$ cat src/hw/rtl/set_assoc_writeback_lru_cache_unit_assert.svh
// Assertion macros for the cache unit
`ifndef SET_ASSOC_WRITEBACK_LRU_CACHE_UNIT_ASSERT_SVH
`define SET_ASSOC_WRITEBACK_LRU_CACHE_UNIT_ASSERT_SVH
`ifndef SYNTHESIS
`define SAWC_ASSERT_IMPL(label, clk, rst_n, prop) \
	label: assert property (@(posedge clk) disable iff (!rst_n) prop) \
		else $error("assertion failed");
`define SAWC_ASSERT_NEXT(label, clk, rst_n, a, b) \
	label: assert property (@(posedge clk) disable iff (!rst_n) (a) |=> (b)) \
		else $error("assertion failed");
`else
`define SAWC_ASSERT_IMPL(label, clk, rst_n, prop)
`define SAWC_ASSERT_NEXT(label, clk, rst_n, a, b)
`endif
`endif

$ cat src/hw/rtl/sawc_pkg.sv
`timescale 1ns / 1ps
package sawc_pkg;
	typedef struct packed {
		logic        command;
		logic [16:0] address;
		logic [31:0] write_data;
	} sawc_in_t;

	typedef struct packed {
		logic [31:0] read_data;
		logic        hit;
		logic        misaligned;
		logic        wrote_back;
	} sawc_out_t;

	typedef enum logic [2:0] {
		ST_IDLE,
		ST_LOOKUP,
		ST_WBACK,
		ST_FILL,
		ST_ACCESS,
		ST_DONE
	} sawc_state_t;

	// controller to datapath
	typedef struct packed {
		logic latch;
		logic lookup;
		logic wback;
		logic fill_rd;
		logic fill_wr;
		logic access;
		logic respond;
	} sawc_cmd_t;

	// datapath to controller
	typedef struct packed {
		logic clearing;
		logic misaligned;
		logic hit;
		logic victim_dirty;
	} sawc_stat_t;

	localparam int unsigned CMD_WRITE = 1;
endpackage

$ cat src/hw/rtl/sawc_ctrl.sv
`timescale 1ns / 1ps
module sawc_ctrl (
	input  logic                clk,
	input  logic                arst_n,
	input  logic                start,
	input  sawc_pkg::sawc_stat_t stat,
	output sawc_pkg::sawc_cmd_t  cmd,
	output logic                busy
);
	import sawc_pkg::*;

	sawc_state_t state_q, state_d;

	// next state
	always_comb begin
		state_d = state_q;
		unique case (state_q)
			ST_IDLE:   if (start && !stat.clearing) state_d = ST_LOOKUP;
			ST_LOOKUP: begin
				if (stat.misaligned || stat.hit) state_d = ST_ACCESS;
				else if (stat.victim_dirty) state_d = ST_WBACK;
				else state_d = ST_FILL;
			end
			ST_WBACK:  state_d = ST_FILL;
			ST_FILL:   state_d = ST_ACCESS;
			ST_ACCESS: state_d = ST_DONE;
			ST_DONE:   state_d = ST_IDLE;
			default:   state_d = ST_IDLE;
		endcase
	end

	always_ff @(posedge clk or negedge arst_n) begin
		if (!arst_n) state_q <= ST_IDLE;
		else state_q <= state_d;
	end

	// outputs
	always_comb begin
		cmd = '0;
		busy = 1'b1;
		unique case (state_q)
			ST_IDLE:   begin
				busy = stat.clearing;
				cmd.latch = start && !stat.clearing;
			end
			ST_LOOKUP: begin
				cmd.lookup = 1'b1;
				cmd.fill_rd = !(stat.misaligned || stat.hit) && !stat.victim_dirty;
			end
			ST_WBACK:  begin cmd.wback = 1'b1; cmd.fill_rd = 1'b1; end
			ST_FILL:   cmd.fill_wr = 1'b1;
			ST_ACCESS: cmd.access = 1'b1;
			ST_DONE:   cmd.respond = 1'b1;
			default:   cmd = '0;
		endcase
	end
endmodule

$ cat config.mk
export PLATFORM = sky130hd
export DESIGN_NAME = sawc_ctrl
export DESIGN_NICKNAME = d
export VERILOG_FILES = /design/src/hw/rtl/set_assoc_writeback_lru_cache_unit_assert.svh /design/src/hw/rtl/sawc_pkg.sv /design/src/hw/rtl/sawc_ctrl.sv
export SDC_FILE = /design/constraint.sdc
export NUM_CORES = 1
export LEC_CHECK = 0
export BUFFER_PORTS_ARGS = -buffer_cell sky130_fd_sc_hd__buf_2
export CAP_MARGIN = 10
export CORE_AREA = 2 2 39 41
export DETAILED_ROUTE_END_ITERATION = 8
export DIE_AREA = 0 0 41 43
export GPL_ROUTABILITY_DRIVEN = 1
export PLACE_DENSITY = 0.47
export SYNTH_ARGS = -nofsm -noshare
export SYNTH_HDL_FRONTEND = slang
export SYNTH_SLANG_ARGS = --single-unit
$ cat constraint.sdc
create_clock -name clk -period 1.85 [get_ports clk]
set_input_delay 0.0925 -clock clk [delete_from_list [all_inputs] [get_ports clk]]
set_output_delay 0.0925 -clock clk [all_outputs]
set_load 0.005 [all_outputs]
# Word level (Yosys, flattened, before mapping)
# Cells that the tools add are included.
[classes] n_reduce_logical=7 n_mux=12 n_eq_ne=6
[op_table] operator="$pmux 3 s5" n=1
[op_table] operator="$mux 1" n=8
[op_table] operator="$eq 3x2->1 const B" n=2
[op_table] operator="$eq 3x3->1 const B" n=2
[op_table] operator="$mux 3" n=2
[op_table] operator="$eq 3x1->1 const B" n=1
[op_table] operator="$logic_not 1->1" n=3
[op_table] operator="$logic_not 3->1" n=1
[op_table] operator="$logic_and 1x1->1" n=2
[op_table] operator="$ne 2x2->1 const B" n=1
[op_table] operator="$pmux 1 s2" n=1
[op_table] operator="$logic_or 1x1->1" n=1
[totals] output_inout_bits=8 inputBits=7 wordCells=26 regBits=3

# Logic depth before layout (Yosys ltp)
# Gate-level depths: netlist of the first run.
[logic_depth] depth_word=4 mapped_depth=4 ltp_nobuf=3

# Least setup slack after synthesis of the first run
# No wires, ideal clock.
[synth_timing] kind="register -> register" startpoint="reg state_q[1]" endpoint="reg state_q[2]" t_arrival_ps=825 setup_time_ps=78 path_stages_with_launch=4 setup_slack_ps=947 required_ps=1772 path_cell_list="dfrtp_1 > nor2_1 > and2_4 > o21bai_1"
[synth_between] elab_chain_len=2 elab_cells_between_ends=7
[synth_lines] element="from (decl)" line_no="sawc_ctrl.sv:12" source="sawc_state_t state_q, state_d;"
[synth_lines] element="from (signal assigned)" line_no="sawc_ctrl.sv:34" source="else state_q <= state_d;"
[synth_lines] element="$eq 3x3->1, or another cell as far along" line_no="sawc_ctrl.sv:17" source="unique case (state_q)"
[synth_lines] element="$pmux 3 s5 or $ne 2x2->1 (tied branches)"
# Parallel ways exist; a longest one is shown, timed or not.
# A chain may end at the register's enable or synchronous reset.

==> results.yml, run 1 <==
setup_path:
  start_kind: "register"
  cp.arrival_ns: 1.16
  crit_type: "reg2out"
  timing.rr.start: "state_q[1]"
  crit_start: "state_q[1]"
  cp_max_fo: 5
  endpoint_kind: "primary output"
  reg2reg_setup_slack_ns: 0.81
  critPathRequiredTime_ns: 1.76
floorplan:
  ios: 15
  chipHeight_um: 43
  fp-row-count: 14
  die_x_um: 41
  dieArea_um2: 1763
  core_area_um2: 1384
  start_util_pct: 15.01
global_route:
  grtUsageTotal_pct: 7.746
  grt_max_degree: 10
  antenna_found_initial: 0
  grt_pass1_wl_um: 869
  grt_pass1_vias: 243
  grt_overflow: 0
cts:
  numCtsBuffers: 3
  root_buffer: "clkbuf_4"
  cts.clk_slew.worst_paths_ns: 0.04
  cts_resized: 0
  ctsLongestPathBuffers: 2
  cts_tree: "done"
  clk_latency_ns: 0.23
  hold_buffers: 1
  cts_num_sinks: 3
  h-tree-depth: 1
  cts_setup_buffers: 0
hold_path:
  hold_class: "in2reg"
  holdCritStartpoint: "stat[0]"
timing:
  period_share_pct: 67.47
  drv_slew: 0
  fmax_ghz: 0.8011
  finalCriticalPeriod_ns: 1.248
  rsz0062_at_grt: "no"
  max-slew-margin-rel_pct: 81.46
  clock_skew_ns: 0.004066
  setup_violations: 0
  tns_ns: 0
  tightestPinTransition_ns: 0.2760
  hold_viol_final: 0
drt:
  wl_per_cell_um: 8.918
  drt_wl_total_um: 544
  ant_nets: 0
  drt_pass1_iterations: 3
  drc: 0
  drt_first_iter_violations: 1
  dr_total_vias: 245
  routed_via_density: 4.016
synth:
  synthSimpleGateAreaFrac_pct: 48.80
  synth_area_um2: 207.7
  synthXorXnorAreaFrac_pct: 0
  syn_nets: 34
  synth_fa_ha_area_share_pct: 0
  muxShareOfSynthArea_pct: 0
  yosysSeqAreaShare_pct: 36.14
  ys_types: 16
  synth_compound_area_share_pct: 10.84
  syn-instance-count: 27
  syn_area_per_cell_um2: 7.693
  synth_top_family_by_area: "simple AND/OR/NAND/NOR gates"
  yosys_warnings: 0
  ys_seq_elements: 3
power_and_ir_drop:
  p_switching_mw: 0.1665
  power.density_nw_per_um2: 1356
  leakagePower_nw: 0.1720
  p_seq_share_pct: 31.9
  switching_share_pct: 37.29
  peakVddDrop_uv: 470.0
  p_int_mw: 0.2799
  clkPwrFrac_pct: 25.6
  power.total_mw: 0.4464
  power_frac_comb_pct: 42.5
placement:
  io_buffers: 14
  dp_hpwl_um: 445.5
  dp_cells: 56
  gp_congestion: 0.7210
final_layout:
  layout.cells.non_filler: 61
  fill_cells: 152
  final_common_cell: "buf_2"
  top_register: "state_q"
  top_regs: "state_q: 3 flops"
  area_growth_pct: 58.43
  largest_reg_flops: 3
  final_nets: 53
  n_antenna_cell: 0
  layout-drive-gt1-share_pct: 42.22
  layout_common_cells: "buf_2, nor2_1, nand2_1, clkbuf_4, dfrtp_1"
  multi_input_area_um2: 123.9
  ff_latch_area_um2: 75.07
outcome:
  status: "completed"
flow_run:
  maxCapViolCount: 0
[path summary, 6_finish.rpt]
check,cells after the start,endpoint
max reg2reg,3,state_q[1]
min reg2reg,1,state_q[1]
min,4,state_q[0]
min in group asynchronous,2,state_q[2]
max in group asynchronous,2,state_q[0]
max,3,cmd[6]
[per-stage QoR]
stage / hold WS (ns) / area [um^2] / util (%) / worst slack, ns
after global placement: -0.1045 / 292.8 / 21.16 / 0.7955
after CTS: 0.1616 / 329.1 / 23.78 / 0.5876
after floorplan: -0.2031 / 207.7 / - / 0.9468
final: 0.1652 / 329.1 / 23.78 / 0.6018
after global routing: 0.1760 / 329.1 / 23.78 / 0.4852
after detailed placement: -0.1037 / 292.8 / 21.16 / 0.8170
[layer usage]
metal	wire, um	global-route usage, %
met5	0	0
met3	44	1.571
met1	228	8.738
met4	0	10.00
met2	270	10.00
[cells in the mapped netlist]
master    count  share of area [%]
nor3b_2       1                6.0
o21bai_1      1                3.6
inv_1         1                1.8
dfrtp_1       3                 36
nand2_1       3                5.4
nor3_1        2                4.8
and2_4        1                4.2
a21oi_1       2                4.8
o21ai_0       1                2.4
nor2b_1       1                3.0
and3_1        2                6.0
nand3b_1      1                3.6
nand3_1       1                2.4
nor2_1        4                7.2
nand2b_1      2                6.0
clkbuf_2      1                2.4
[layout make-up]
type	instances	area share, %
clock buffer	4	7.985
timing repair buffer	15	24.33
sequential	3	22.81
multi-input combinational	22	37.64
inverter	1	1.141
tap	16	6.084
[critical path: stages (launching register included)]
cell and delay [ns]:
dfrtp_1 0.42, nor2_1 0.22, and3_1 0.18, buf_2 0.10
[kinds of logic (layout without fill, tap and decap cells)]
group	count (synthesis)	count (layout)
and+or+nand+nor	18	18
DFF	3	3
buffers and inverters	2	20
AOI/OAI and AO/OA	4	4
[power by group through the flow]
stage	logic (mW)	clock network, mW	registers, mW
floorplan	0.146	0	0.114
global placement	0.192	0	0.144
detailed placement	0.191	0	0.142
CTS	0.193	0.122	0.141
global route	0.214	0.126	0.150
finish	0.190	0.114	0.142
(Power assumes the default switching activity.)
==> inputs of run 2 (changes only) <==
==> constraint.sdc (replaced) <==
create_clock -name clk -period 1.3 [get_ports clk]
set_input_delay 0.065 -clock clk [delete_from_list [all_inputs] [get_ports clk]]
set_output_delay 0.065 -clock clk [all_outputs]
set_load 0.005 [all_outputs]
==> run 2 against run 1 <==
Non-clock buffer count stayed put. Final area is 1.1% higher. Critical path type unchanged. Combinational power grew 47%. Wire length is 3.7% higher. Setup slack got worse by 0.49 ns. Global-route usage increased by 1.2 points. Die area is the same.
==> results.yml, run 2 (same netlist as run 1, synthesis figures left out) <==
final_layout:
  final_nets: 53
  largest_reg_flops: 3
  fill_cells: 165
  layout_common_cells: "buf_2, nor2_1, nand2_1, clkbuf_4"
  top_regs: "state_q: 3 flops"
  top_register: "state_q"
  fin_util_pct: 24.05
  final_common_cell: "buf_2"
  area_growth_pct: 60.24
  layout-drive-gt1-share_pct: 46.67
  multi_input_area_um2: 126.4
  n_antenna_cell: 0
  ff_latch_area_um2: 76.32
drt:
  dr_total_vias: 245
  drt_wl_total_um: 564
  ant_nets: 0
  drt_pass1_iterations: 4
  drc: 0
  routed_via_density: 4.016
  drt_first_iter_violations: 7
  wl_per_cell_um: 9.246
timing:
  tns_ns: 0
  tightestPinTransition_ns: 0.2737
  drv_slew: 0
  clock_skew_ns: 0.001080
  fin_ws_ns: 0.1146
  fmax_ghz: 0.8436
  finalCriticalPeriod_ns: 1.185
  rsz0062_at_grt: "no"
  hold_ws_ns: 0.1360
  period_share_pct: 91.19
  setup_violations: 0
  hold_viol_final: 0
  max-slew-margin-rel_pct: 81.75
setup_path:
  cpLargestDelayFamily: "flip-flops"
  crit_buf_inv: 1
  cp_max_fo: 7
  critPathSlowestCell: "dfrtp_2"
  crit_type: "reg2out"
  max_stage_delay_ns: 0.43
  critPathRequiredTime_ns: 1.24
  endpoint_kind: "primary output"
  crit_chain: "nand2b_1 > a21oi_1 > buf_2"
  cp.arrival_ns: 1.12
  start_kind: "register"
cts:
  root_buffer: "clkbuf_4"
  ctsLongestPathBuffers: 2
  h-tree-depth: 1
  numCtsBuffers: 3
  cts_setup_buffers: 0
  clk_latency_ns: 0.23
  cts.clk_slew.worst_paths_ns: 0.04
  cts_tree: "done"
  cts_num_sinks: 3
placement:
  io_buffers: 14
  place_ws_ns: 0.3085
  dp_hpwl_um: 445.2
  gp_congestion: 0.6937
power_and_ir_drop:
  p_int_mw: 0.4047
  switching_share_pct: 38.09
  leakagePower_nw: 0.1711
  p_seq_share_pct: 32.1
  power.total_mw: 0.6538
  peakVddDrop_uv: 537.8
  power.density_nw_per_um2: 1964
  power_frac_comb_pct: 42.8
  clkPwrFrac_pct: 25.1
  p_switching_mw: 0.2491
global_route:
  antenna_found_initial: 0
  grt_max_degree: 10
  grt_pass1_vias: 240
  grt_pass1_wl_um: 945
  grtUsageTotal_pct: 8.936
  grt_overflow: 0
floorplan:
  start_util_pct: 15.01
  ios: 15
  core_area_um2: 1384
  die_x_um: 41
  fp-row-count: 14
  dieArea_um2: 1763
  chipHeight_um: 43
outcome:
  status: "completed"
flow_run:
  maxCapViolCount: 0
hold_path:
  hold_class: "in2reg"
[run 2: changes by cell type in the layout (fill, tap and decap cells not counted)]
cell / before / now
nor2_2: 0 / 1
nor2_1: 4 / 3
dfrtp_1: 3 / 2
dfrtp_2: 0 / 1
[run 2: layer usage]
| layer | global-route usage, % | up-vias | wire length, um |
|---|---|---|---|
| li1 | - | 125 | - |
| met1 | 9.325 | 112 | 222 |
| met2 | 10.94 | 8 | 295 |
| met3 | 3.665 | 0 | 46 |
| met4 | 12.00 | 0 | 0 |
| met5 | 0 | - | 0 |
[run 2: worst reg2reg max path, stage by stage, from the launching register on]
cell     delay (ns)
dfrtp_1        0.42
nor3_1         0.28
nand2_1        0.09
a21oi_1        0.13
[run 2: power by group through the flow]
stage / clock network [mW] / logic [mW] / registers, mW
floorplan: 0 / 0.208 / 0.163
global placement: 0 / 0.283 / 0.203
detailed placement: 0 / 0.280 / 0.202
CTS: 0.169 / 0.284 / 0.201
global route: 0.184 / 0.314 / 0.222
finish: 0.164 / 0.280 / 0.210
[run 2: worst paths after layout]
kind	end	startpoint	cells after the start	slack, ns
min in group asynchronous	state_q[2]	arst_n	2	0.15
worst min register to register	state_q[1]	state_q[2]	1	0.60
worst max register to register	state_q[1]	state_q[1]	3	0.30
worst max-delay path	cmd[3]	state_q[0]	3	0.11
max in group asynchronous	state_q[0]	arst_n	2	1.03
worst min-delay path	state_q[1]	stat[2]	4	0.14
[run 2: final cells by class]
| cell class | count | area share (%) |
|---|---|---|
| Multi-Input combinational cell | 22 | 37.97 |
| Timing Repair Buffer | 15 | 24.06 |
| Sequential cell | 3 | 22.93 |
| Clock buffer | 4 | 7.895 |
| Tap cell | 16 | 6.015 |
| Inverter | 1 | 1.128 |
[run 2: stage by stage]
step                std cells  cell area (um^2)
floorplan                  27             207.7
global placement           56             292.8
detailed placement         56             292.8
CTS                        61             329.1
global route               61             332.8
finish                     61             332.8
[run 2: repair_timing]
item	in CTS	in global routing
endpoints found under the hold margin	3	0
resized for setup	0	2
hold buffers	1	0
endpoints found under the setup margin	0	2
==> inputs of run 3 (changes only) <==
--- a/config.mk
+++ b/config.mk
@@ -11,7 +11,8 @@
 export DETAILED_ROUTE_END_ITERATION = 8
 export DIE_AREA = 0 0 41 43
 export GPL_ROUTABILITY_DRIVEN = 1
-export PLACE_DENSITY = 0.47
+export GPL_TIMING_DRIVEN = 1
+export PLACE_DENSITY = 0.48
 export SYNTH_ARGS = -nofsm -noshare
 export SYNTH_HDL_FRONTEND = slang
 export SYNTH_SLANG_ARGS = --single-unit
==> constraint.sdc (replaced) <==
create_clock -name clk -period 1 [get_ports clk]
set_input_delay 0.05 -clock clk [delete_from_list [all_inputs] [get_ports clk]]
set_output_delay 0.05 -clock clk [all_outputs]
set_load 0.005 [all_outputs]
==> run 3 against run 2 <==
The run now ends with setup timing left. First-iteration DRC count fell by 71%. Wire length rose by 1.8%. Flip-flop and latch count is the same. Clock-buffer cell count stayed put. Largest power group unchanged. Critical endpoint unchanged. Highest routed layer is now met4. Cell count increased by 3.3%. Critical path type unchanged. Combinational power increased by 73%. Setup slack worse by 0.24 ns. Die area unchanged.
==> results.yml, run 3 (same netlist as run 1, synthesis figures left out) <==
outcome:
  status: "complete, but fails checks"
  failed_checks: "setup timing"
setup_path:
  crit_start: "state_q[1]"
  start_kind: "register"
  reg2reg_to: "state_q[1]"
  endpoint_kind: "primary output"
  cp_max_fo: 5
  reg2regPathDepth: 3
  critPathRequiredTime_ns: 0.95
  crit_type: "reg2out"
  endpoint: "cmd[3]"
  cp.arrival_ns: 1.08
  reg2reg_setup_slack_ns: 0
  timing.rr.start: "state_q[1]"
floorplan:
  core_area_um2: 1384
  chipHeight_um: 43
  dieArea_um2: 1763
  fp-row-count: 14
  die_x_um: 41
  start_util_pct: 15.01
  ios: 15
global_route:
  grt_pass1_wl_um: 986
  grt_pass1_vias: 268
  grt_overflow: 0
  grtUsageTotal_pct: 9.164
  grt_max_degree: 9
  antenna_found_initial: 0
cts:
  root_buffer: "clkbuf_4"
  h-tree-depth: 1
  cts_tree: "done"
  numCtsBuffers: 3
  clk_latency_ns: 0.23
  cts.clk_slew.worst_paths_ns: 0.04
  ctsLongestPathBuffers: 2
  cts_num_sinks: 3
placement:
  io_buffers: 14
  dp_cells: 56
  gp_congestion: 0.7460
  dp_hpwl_um: 435.9
final_layout:
  top_register: "state_q"
  largest_reg_flops: 3
  n_antenna_cell: 0
  layout.cells.non_filler: 63
  top_regs: "state_q: 3 flops"
  area_growth_pct: 80.72
  layout_common_cells: "buf_2, nand2_1, clkbuf_4, dfrtp_2"
  final_nets: 55
  layout-drive-gt1-share_pct: 61.70
  fin_util_pct: 27.12
  final_common_cell: "buf_2"
  fill_cells: 159
timing:
  setup_violations: 8
  max-slew-margin-rel_pct: 83.46
  tightestPinTransition_ns: 0.2462
  clock_skew_ns: 0.002475
  fin_ws_ns: -0.1285
  rsz0062_at_grt: "yes"
  hold_viol_final: 0
  fmax_ghz: 0.8861
  drv_slew: 0
  period_share_pct: 112.9
  tns_ns: -0.7092
  finalCriticalPeriod_ns: 1.129
drt:
  drc: 0
  drt_wl_total_um: 574
  routed_via_density: 3.968
  wl_per_cell_um: 9.111
  drt_pass1_iterations: 2
  dr_total_vias: 250
  ant_nets: 0
  drt_first_iter_violations: 2
power_and_ir_drop:
  power.density_nw_per_um2: 2612
  peakVddDrop_uv: 695.9
  leakagePower_nw: 0.1850
hold_path:
  hold_class: "in2reg"
flow_run:
  maxCapViolCount: 0
[run 3: what timing repair did]
| action | 4_1_cts | 5_1_grt |
|---|---|---|
| resized for setup | 10 | 0 |
| setup endpoints to repair | 9 | 11 |
| hold buffers | 1 | 0 |
| pin swaps | 2 | 0 |
| buffers inserted | 2 | 0 |
| hold endpoints to repair | 3 | 0 |
[run 3: routing by layer]
metal / vias up / global-route usage (%) / routed length [um] / part of all wire (%)
met1: 109 / 9.091 / 208 / 36
met5: - / 0 / 0 / 0
met3: 2 / 1.571 / 38 / 6.6
met4: 0 / 12.00 / 19 / 3.3
li1: 130 / - / - / -
met2: 9 / 13.13 / 307 / 53
[run 3: report_power, final]
group	switching (mW)	internal, mW	leakage (nW)	total, mW
registers	0.103	0.183	0.0345	0.286
logic	0.194	0.291	0.135	0.484
clock network	0.0606	0.149	0.0150	0.210
[run 3: area by class of cell]
cell class | count | area (um^2) | share of cell area (%)
well taps | 16 | 20.02 | 5.333
flip-flops and latches | 3 | 78.83 | 21.00
repair buffers | 17 | 101.3 | 27.00
clock buffers | 4 | 26.28 | 7.000
inverters | 1 | 3.754 | 1.000
multi-input cells | 22 | 145.1 | 38.67
[run 3: worst min-delay path by stage]
| stage | from | endpoint | slack (ns) | cells after the start |
|---|---|---|---|---|
| 6_report | stat[2] | state_q[1] | 0.11 | 4 |
| 5_1_grt | stat[2] | state_q[1] | 0.14 | 4 |
| 4_1_cts | stat[2] | state_q[1] | 0.10 | 4 |
| 3_5_place_dp | arst_n | state_q[0] | -0.15 | 1 |
| 3_3_place_gp | arst_n | state_q[0] | -0.15 | 1 |
| 2_1_floorplan | arst_n | state_q[0] | -0.25 | 0 |
[run 3: worst max-delay path, cell delays in order (launching register included)]
cell      delay, ns
dfrtp_2        0.42
buf_4          0.14
nand2b_4       0.06
a21oi_2        0.11
buf_2          0.12
[run 3: metrics by stage]
step                cell area [um^2]  power [mW]  setup WS (ns)  hold slack [ns]
finish                         375.4      0.9805        -0.1285           0.1100
global route                   375.4       1.066        -0.2070           0.1355
CTS                            375.4       1.001        -0.1402           0.1043
detailed placement             292.8      0.6247      -0.009599          -0.1481
global placement               292.8      0.6297       -0.01498          -0.1506
floorplan                      207.7      0.4825        0.09675          -0.2456
